File: config.mk
export PLATFORM = sky130hd
export DESIGN_NAME = modbus_response_checker_core
export DESIGN_NICKNAME = d
export VERILOG_FILES = /design/src/hdl/mbrc_pkg.sv /design/src/hdl/modbus_response_checker_core.sv
export SDC_FILE = /design/constraint.sdc
export NUM_CORES = 1
export LEC_CHECK = 0
export ABC_AREA = 1
export CAP_MARGIN = 30
export CORE_MARGIN = 1
export CORE_UTILIZATION = 45
export CTS_CLUSTER_SIZE = 28
export DETAILED_ROUTE_END_ITERATION = 6
export DONT_BUFFER_PORTS = 1
export GPL_ROUTABILITY_DRIVEN = 0
export SYNTH_ARGS = -nofsm -noshare
export SYNTH_HDL_FRONTEND = slang
export SYNTH_SLANG_ARGS = --single-unit
File: constraint.sdc
create_clock -name aclk -period 5.55 [get_ports aclk]
set_clock_uncertainty 0.05 [all_clocks]
set_input_delay 0.2775 -clock aclk [delete_from_list [all_inputs] [get_ports aclk]]
set_output_delay 0.2775 -clock aclk [all_outputs]
set_load 0.05 [all_outputs]
File: src/hdl/mbrc_pkg.sv
// Package for the Modbus RTU response checker: item codes, status codes,
// register indexes, frame limits and the byte-wide CRC-16 update.
// No dependencies.
`timescale 1ns / 1ps

package mbrc_pkg;

    // input item kinds
    typedef enum logic [1:0] {
        KIND_ARM  = 2'd0,
        KIND_BYTE = 2'd1,
        KIND_ERR  = 2'd2,
        KIND_TICK = 2'd3
    } kind_t;

    // final status codes
    typedef enum logic [1:0] {
        ST_PROCESSED = 2'd0,
        ST_CORRUPTED = 2'd1,
        ST_EXCEPTION = 2'd2,
        ST_TIMEOUT   = 2'd3
    } status_t;

    // result word kinds
    localparam logic RES_WORD   = 1'b0;
    localparam logic RES_STATUS = 1'b1;

    // configuration register indexes
    localparam int unsigned CFG_IDX_W = 3;
    localparam logic [CFG_IDX_W-1:0] CFG_SLAVE_ADDRESS  = 3'd0;
    localparam logic [CFG_IDX_W-1:0] CFG_REQUEST_MODE   = 3'd1;
    localparam logic [CFG_IDX_W-1:0] CFG_FIRST_REGISTER = 3'd2;
    localparam logic [CFG_IDX_W-1:0] CFG_REGISTER_COUNT = 3'd3;
    localparam logic [CFG_IDX_W-1:0] CFG_TIMEOUT_MS     = 3'd4;

    // function codes
    localparam logic [6:0] OP_READ  = 7'h03;
    localparam logic [6:0] OP_WRITE = 7'h10;

    // frame limits
    localparam logic [8:0]  MAX_FRAME_BYTES = 9'd257;
    localparam logic [7:0]  MAX_READ_REGS   = 8'd125;
    localparam logic [8:0]  BYTE_CNT_MAX    = 9'h1FF;
    localparam logic [16:0] ELAPSED_MAX     = 17'h1FFFF;
    localparam logic [15:0] CRC_INIT        = 16'hFFFF;
    localparam logic [15:0] CRC_POLY        = 16'hA001;

    // one byte through the reflected Modbus CRC-16
    function automatic logic [15:0] crc_feed(input logic [15:0] crc_in,
                                             input logic [7:0]  data);
        logic [15:0] c;
        c = crc_in ^ {8'h00, data};
        for (int k = 0; k < 8; k++) begin
            if (c[0]) begin
                c = (c >> 1) ^ CRC_POLY;
            end else begin
                c = c >> 1;
            end
        end
        return c;
    endfunction

endpackage

File: src/hdl/modbus_response_checker_core.sv
// Modbus RTU master response checker, top level: input stage, frame state,
// CRC and verdict logic, result register. Depends on mbrc_pkg.
//
//   channel  | handshake              | payload
//   ---------+------------------------+-------------------------------------
//   s_       | s_valid / s_ready      | s_kind, s_rx_byte, s_frame_end
//   m_       | m_valid / m_ready      | m_result_kind, m_reg_index,
//            |                        | m_reg_value, m_status, m_exception_code
//   cfg_     | cfg_valid / cfg_ready  | cfg_index, cfg_data
//
// One word per cycle sustained while the result register is not stalled.
// A word is held in the input register, then one byte-wide CRC step and the
// checks update the frame state and load its result into the result register.
// A stalled result register holds the input register, and s_ready drops
// only when both are full. Synchronous reset clears all control state and
// restores the configuration defaults; cfg_ready is always high.
`timescale 1ns / 1ps

module modbus_response_checker_core
    import mbrc_pkg::*;
(
    input  logic        aclk,
    input  logic        aresetn,
    // input items
    input  logic        s_valid,
    output logic        s_ready,
    input  logic [1:0]  s_kind,
    input  logic [7:0]  s_rx_byte,
    input  logic        s_frame_end,
    // results
    output logic        m_valid,
    input  logic        m_ready,
    output logic        m_result_kind,
    output logic [6:0]  m_reg_index,
    output logic [15:0] m_reg_value,
    output logic [1:0]  m_status,
    output logic [7:0]  m_exception_code,
    // configuration writes
    input  logic        cfg_valid,
    output logic        cfg_ready,
    input  logic [2:0]  cfg_index,
    input  logic [15:0] cfg_data
);

    // configuration registers
    logic [7:0]  slave_addr_reg;
    logic        req_mode_reg;
    logic [15:0] first_reg_reg;
    logic [6:0]  reg_count_reg;
    logic [15:0] timeout_reg;

    // input stage
    logic        in_valid_reg;
    kind_t       in_kind_reg;
    logic [7:0]  in_byte_reg;
    logic        in_end_reg;

    // frame state
    logic        waiting_reg,  waiting_next;
    logic [8:0]  byte_cnt_reg, byte_cnt_next;
    logic [15:0] crc_reg,      crc_next;
    logic [7:0]  dly0_reg,     dly0_next;
    logic [7:0]  dly1_reg,     dly1_next;
    logic [7:0]  hdr_reg  [6];
    logic [7:0]  hdr_next [6];
    logic [16:0] elapsed_reg,  elapsed_next;
    logic        too_long_reg, too_long_next;

    // result register
    logic        m_valid_reg,  m_valid_next;
    logic        res_kind_reg, res_kind_next;
    logic [6:0]  res_idx_reg,  res_idx_next;
    logic [15:0] res_val_reg,  res_val_next;
    status_t     res_st_reg,   res_st_next;
    logic [7:0]  res_code_reg, res_code_next;

    // per-item working values
    logic        advance;
    logic [8:0]  p;
    logic [9:0]  frame_len;
    logic [9:0]  min_read_len;
    logic [15:0] crc_upd;
    logic [8:0]  p_minus4;
    logic [7:0]  word_idx;
    logic [6:0]  opcode;
    status_t     verdict;
    logic [7:0]  verdict_code;

    assign cfg_ready = 1'b1;
    assign advance   = in_valid_reg && (!m_valid_reg || m_ready);
    assign s_ready   = !in_valid_reg || advance;

    assign m_valid          = m_valid_reg;
    assign m_result_kind    = res_kind_reg;
    assign m_reg_index      = res_idx_reg;
    assign m_reg_value      = res_val_reg;
    assign m_status         = res_st_reg;
    assign m_exception_code = res_code_reg;

    // configuration write decode
    always_ff @(posedge aclk) begin
        if (!aresetn) begin
            slave_addr_reg <= 8'd1;
            req_mode_reg   <= 1'b0;
            first_reg_reg  <= 16'd0;
            reg_count_reg  <= 7'd1;
            timeout_reg    <= 16'd1000;
        end else if (cfg_valid && cfg_ready) begin
            unique case (cfg_index)
                CFG_SLAVE_ADDRESS:  slave_addr_reg <= cfg_data[7:0];
                CFG_REQUEST_MODE:   req_mode_reg   <= cfg_data[0];
                CFG_FIRST_REGISTER: first_reg_reg  <= cfg_data;
                CFG_REGISTER_COUNT: reg_count_reg  <= cfg_data[6:0];
                CFG_TIMEOUT_MS:     timeout_reg    <= cfg_data;
                default: ;
            endcase
        end
    end

    // input register
    always_ff @(posedge aclk) begin
        if (!aresetn) begin
            in_valid_reg <= 1'b0;
        end else if (s_ready) begin
            in_valid_reg <= s_valid;
        end
        if (s_valid && s_ready) begin
            in_kind_reg <= kind_t'(s_kind);
            in_byte_reg <= s_rx_byte;
            in_end_reg  <= s_frame_end;
        end
    end

    // shared byte-path values
    assign p            = byte_cnt_reg;
    assign frame_len    = {1'b0, p} + 10'd1;
    assign min_read_len = 10'd5 + {2'b00, reg_count_reg, 1'b0};
    assign crc_upd      = (p >= 9'd2) ? crc_feed(crc_reg, dly1_reg) : crc_reg;
    assign p_minus4     = p - 9'd4;
    assign word_idx     = p_minus4[8:1];
    assign opcode       = req_mode_reg ? OP_WRITE : OP_READ;

    // header bytes including the one arriving now
    always_comb begin
        for (int k = 0; k < 6; k++) begin
            hdr_next[k] = (p == 9'(k)) ? in_byte_reg : hdr_reg[k];
        end
    end

    assign too_long_next = too_long_reg || (p >= MAX_FRAME_BYTES);

    // frame verdict at the final byte
    always_comb begin
        verdict      = ST_PROCESSED;
        verdict_code = 8'd0;
        if (too_long_next) begin
            verdict = ST_CORRUPTED;
        end else if (hdr_next[0] != slave_addr_reg) begin
            verdict = ST_CORRUPTED;
        end else if (frame_len < 10'd4) begin
            verdict = ST_CORRUPTED;
        end else if (in_byte_reg != crc_upd[15:8] || dly0_reg != crc_upd[7:0]) begin
            verdict = ST_CORRUPTED;
        end else if (hdr_next[1][6:0] != opcode) begin
            verdict = ST_CORRUPTED;
        end else if (hdr_next[1][7]) begin
            if (frame_len < 10'd5) begin
                verdict = ST_CORRUPTED;
            end else begin
                verdict      = ST_EXCEPTION;
                verdict_code = hdr_next[2];
            end
        end else if (!req_mode_reg) begin
            if ({1'b0, reg_count_reg} > MAX_READ_REGS) begin
                verdict = ST_CORRUPTED;
            end else if (frame_len < min_read_len
                         || hdr_next[2] != {reg_count_reg, 1'b0}) begin
                verdict = ST_CORRUPTED;
            end
        end else begin
            if (frame_len < 10'd8) begin
                verdict = ST_CORRUPTED;
            end else if (hdr_next[2] != first_reg_reg[15:8]
                         || hdr_next[3] != first_reg_reg[7:0]
                         || hdr_next[4] != 8'd0
                         || hdr_next[5] != {1'b0, reg_count_reg}) begin
                verdict = ST_CORRUPTED;
            end
        end
    end

    // item processing and result selection
    always_comb begin
        waiting_next  = waiting_reg;
        byte_cnt_next = byte_cnt_reg;
        crc_next      = crc_reg;
        dly0_next     = dly0_reg;
        dly1_next     = dly1_reg;
        elapsed_next  = elapsed_reg;

        m_valid_next  = m_valid_reg && !m_ready;
        res_kind_next = res_kind_reg;
        res_idx_next  = res_idx_reg;
        res_val_next  = res_val_reg;
        res_st_next   = res_st_reg;
        res_code_next = res_code_reg;

        if (advance) begin
            unique case (in_kind_reg)
                KIND_ARM: begin
                    waiting_next  = 1'b1;
                    elapsed_next  = 17'd0;
                    byte_cnt_next = 9'd0;
                    crc_next      = CRC_INIT;
                    dly0_next     = 8'd0;
                    dly1_next     = 8'd0;
                end
                KIND_ERR: begin
                    if (waiting_reg) begin
                        waiting_next  = 1'b0;
                        m_valid_next  = 1'b1;
                        res_kind_next = RES_STATUS;
                        res_idx_next  = 7'd0;
                        res_val_next  = 16'd0;
                        res_st_next   = ST_CORRUPTED;
                        res_code_next = 8'd0;
                    end
                end
                KIND_TICK: begin
                    if (waiting_reg) begin
                        elapsed_next = (elapsed_reg != ELAPSED_MAX)
                                       ? elapsed_reg + 17'd1 : elapsed_reg;
                        if (elapsed_next > {1'b0, timeout_reg}) begin
                            waiting_next  = 1'b0;
                            m_valid_next  = 1'b1;
                            res_kind_next = RES_STATUS;
                            res_idx_next  = 7'd0;
                            res_val_next  = 16'd0;
                            res_st_next   = ST_TIMEOUT;
                            res_code_next = 8'd0;
                        end
                    end
                end
                KIND_BYTE: begin
                    if (waiting_reg) begin
                        crc_next      = crc_upd;
                        byte_cnt_next = (p != BYTE_CNT_MAX) ? p + 9'd1 : p;
                        if (in_end_reg) begin
                            waiting_next  = 1'b0;
                            m_valid_next  = 1'b1;
                            res_kind_next = RES_STATUS;
                            res_idx_next  = 7'd0;
                            res_val_next  = 16'd0;
                            res_st_next   = verdict;
                            res_code_next = verdict_code;
                        end else begin
                            // provisional register word on every second data byte
                            if (!req_mode_reg && !too_long_next && p >= 9'd4
                                && !p[0]
                                && word_idx < {1'b0, reg_count_reg}
                                && word_idx < MAX_READ_REGS
                                && {1'b0, reg_count_reg} <= MAX_READ_REGS) begin
                                m_valid_next  = 1'b1;
                                res_kind_next = RES_WORD;
                                res_idx_next  = word_idx[6:0];
                                res_val_next  = {dly0_reg, in_byte_reg};
                                res_st_next   = ST_PROCESSED;
                                res_code_next = 8'd0;
                            end
                            dly1_next = dly0_reg;
                            dly0_next = in_byte_reg;
                        end
                    end
                end
                default: ;
            endcase
        end
    end

    // frame state and result registers
    always_ff @(posedge aclk) begin
        if (!aresetn) begin
            waiting_reg  <= 1'b0;
            byte_cnt_reg <= 9'd0;
            crc_reg      <= CRC_INIT;
            dly0_reg     <= 8'd0;
            dly1_reg     <= 8'd0;
            elapsed_reg  <= 17'd0;
            too_long_reg <= 1'b0;
            m_valid_reg  <= 1'b0;
        end else begin
            waiting_reg  <= waiting_next;
            byte_cnt_reg <= byte_cnt_next;
            crc_reg      <= crc_next;
            dly0_reg     <= dly0_next;
            dly1_reg     <= dly1_next;
            elapsed_reg  <= elapsed_next;
            m_valid_reg  <= m_valid_next;
            if (advance && in_kind_reg == KIND_ARM) begin
                too_long_reg <= 1'b0;
            end else if (advance && in_kind_reg == KIND_BYTE && waiting_reg) begin
                too_long_reg <= too_long_next;
            end
        end
        res_kind_reg <= res_kind_next;
        res_idx_reg  <= res_idx_next;
        res_val_reg  <= res_val_next;
        res_st_reg   <= res_st_next;
        res_code_reg <= res_code_next;
        // header capture, first six bytes of the frame
        if (advance && in_kind_reg == KIND_BYTE && waiting_reg) begin
            for (int k = 0; k < 6; k++) begin
                hdr_reg[k] <= hdr_next[k];
            end
        end
    end

endmodule
==> results.py <==
metrics = {
    "timing": {
        "period_needed_ns": 4.25,
        "relSlewSlack": 0.381,
        "finalSetupViolations": 0,
        "worst_slew_pin_slew_ns": 0.927,
        "finalMaxSlewViolations": 0,
        "min_period_over_period": 0.765,
        "hold_violations": 0,
        "fin_setup_tns_ns": 0,
        "fin_ws_ns": 1.30,
        "max_freq_mhz": 236,
        "grt_setup_unrepaired": "no",
    },
    "route": {
        "drt_iter0_drc": 728,
        "vias_per_cell": 5.24,
        "ant_nets": 0,
        "vias": 9917,
        "drc": 0,
        "wl_per_cell_um": 17.0,
        "first_pass_iters": 7,
        "wl_mm": 32.1,
    },
    "synthesis": {
        "synth.avg_cell_area_um2": 7.43,
        "synthFlopType": "dfxtp_1",
        "yosysUniqueCellTypes": 46,
        "synth_edf_count": 93,
        "synth_cells": 1524,
        "yosysWarnings": 0,
        "async_reset_ff_frac": 0,
        "synth_seq_cells": 203,
        "ys_seq_area_frac": 0.441,
        "syn_area_um2": 11300,
        "synth_fp_nets": 1603,
    },
    "setup_path": {
        "required_ns": 5.68,
        "worstRegToRegCells": 21,
        "cp_max_fo": 27,
        "arrival_ns": 4.37,
        "worstSetupPathType": "reg -> reg",
        "start_kind": "register",
        "critPathCaptureType": "register",
    },
    "clock_network": {
        "cts_max_level": 1,
        "cts.sinks": 203,
        "cts_buffer_depth": 3,
        "clk_latency_ns": 0.54,
        "cts.clk_slew.worst_paths_ns": 0.06,
        "cts_buffers": 24,
        "clockRootBuffer": "clkbuf_16",
        "cts_tree": "yes",
    },
    "floorplanning": {
        "start_util": 0.462,
        "die-area_um2": 25800,
        "die_h_um": 161,
        "core-area_um2": 24500,
        "die_x_um": 161,
        "ioPinCount": 72,
        "fp-row-count": 57,
    },
    "placed_design": {
        "placed_area_um2": 11600,
        "hpwl_mm": 22.9,
        "place_inst": 1813,
        "portBuffers": 0,
        "post-place-ws_ns": 1.31,
    },
    "cells_and_area": {
        "layout_common_cells": "nand2_1 (483), inv_1 (187), nor2_1 (126)",
        "antenna_cells": 0,
        "drive_gt1_frac": 0.0479,
        "final_common_cell": "nand2_1",
        "final_area_um2": 12800,
        "layout.nets": 1628,
        "instances_no_fill": 1891,
        "area_growth_syn_to_layout_pct": 12.9,
        "largest_register_ffs": 48,
    },
    "hold_path": {
        "hold_depth": 2,
        "hold_path_class": "in -> reg",
    },
    "global_route": {
        "overflow": 0,
        "first_global_vias": 9124,
        "antenna_found_initial": 0,
        "grt_usage": 0.248,
        "grt_pass1_wl_mm": 49.8,
        "grt_max_degree": 58,
    },
    "power": {
        "p_switching_mw": 0.828,
        "peakVddDrop_mv": 0.226,
        "pwr-share-seq": 0.470,
        "leakage_nw": 5.41,
        "powerDensity_nw_per_um2": 274,
        "pwr-share-clk": 0.477,
        "pwr-share-comb": 0.053,
        "power.share.switching": 0.236,
        "p_int_mw": 2.67,
    },
    "flow_run": {
        "maxCapViolCount": 0,
    },
    "run_status": {
        "status": "complete, no violations",
    },
}
## cells in the mapped netlist, drive strengths merged (3+ instances only)
cell | number | share of area
inv | 189 | 0.063
clkbuf | 27 | 0.0090
buf | 14 | 0.0082
nor2 | 145 | 0.057
o21ai | 114 | 0.051
nand2 | 485 | 0.16
nand4 | 16 | 0.0099
nand3b | 6 | 0.0040
o22ai | 3 | 0.0017
o211ai | 18 | 0.012
edfxtp | 93 | 0.25
xnor2 | 11 | 0.0085
o21bai | 4 | 0.0030
a21oi | 99 | 0.044
a31oi | 3 | 0.0017
clkinv | 3 | 0.00099
nand3 | 81 | 0.037
xor2 | 26 | 0.020
nor3 | 18 | 0.0090
dfxtp | 110 | 0.19
ha | 44 | 0.049
## final timing paths
| path | to | start | slack [ns] |
|---|---|---|---|
| worst max register to register | m_reg_index[0] | elapsed_reg[6] | 1.30 |
| worst min-delay path | crc_reg[12] | aresetn | 0.03 |
| worst min register to register | timeout_reg[11] | timeout_reg[11] | 0.41 |
| worst max-delay path | m_reg_index[0] | elapsed_reg[6] | 1.30 |
## worst max-delay path: stages (launching register included)
cell and delay (ns):
dfxtp_1 0.39, nand2_1 0.11, nor2_1 0.14, inv_1 0.07, nor3_1 0.13, nand3_1 0.09, nor2_1 0.30, nor2_1 0.07
nand2_1 0.11, nor2_1 0.07, nand2_1 0.09, nor2_1 0.06, xor2_1 0.16, ha_1 0.30, inv_1 0.05, nor3_1 0.21
and2_1 0.17, nand3b_1 0.08, nand3_1 0.15, a21oi_1 0.12, a211oi_4 0.48, buf_4 0.45
## per-stage QoR
| step | util | power [mW] | hold WS, ns |
|---|---|---|---|
| floorplan | - | 1.78 | 0.326 |
| finish | 0.521 | 3.50 | 0.0268 |
| global placement | 0.472 | 1.83 | 0.312 |
| CTS | 0.521 | 3.52 | 0.0148 |
| global route | 0.521 | 3.60 | 0.0336 |
| detailed placement | 0.473 | 1.83 | 0.315 |
## layer usage
metal | global-route usage | part of all wire | up-vias
met5 | 0 | 0 | -
met4 | 0.0563 | 0.018 | 0
met3 | 0.0333 | 0.053 | 37
met2 | 0.409 | 0.47 | 272
met1 | 0.344 | 0.46 | 4614
li1 | - | - | 4994
## layout make-up
cell class	count	area [um2]
Tap cell	324	405
Multi-Input combinational cell	1088	5430
Clock inverter	17	216
Inverter	192	721
Clock buffer	27	612
Sequential cell	203	4990
Timing Repair Buffer	40	410
Fill cell	2384	11700
## power groups by stage
stage / sequential (mW) / clock, mW / combinational (mW)
after floorplan: 1.66 / 0 / 0.116
after global placement: 1.68 / 0 / 0.149
after detailed placement: 1.68 / 0 / 0.151
after CTS: 1.65 / 1.69 / 0.186
after global routing: 1.65 / 1.74 / 0.208
final: 1.65 / 1.67 / 0.187
## kinds of logic (layout without fill, tap and decap cells)
family | count (synthesis) | in the layout | share of synthesized area
xor gates and xnor gates | 37 | 37 | 0.0286
AOI/OAI and AO/OA | 248 | 248 | 0.118
other | 1 | 1 | 0.000331
buffers and inverters | 233 | 276 | 0.0808
adders and majority gates | 44 | 44 | 0.0486
and+or+nand+nor | 758 | 758 | 0.283
DFF | 203 | 203 | 0.441
## what timing repair did
item,CTS,global route
resized for setup,0,0
endpoints found under the hold margin,72,0
buffers inserted,0,0
endpoints found under the setup margin,0,0
hold buffers,34,0
(Power assumes the default switching activity.)
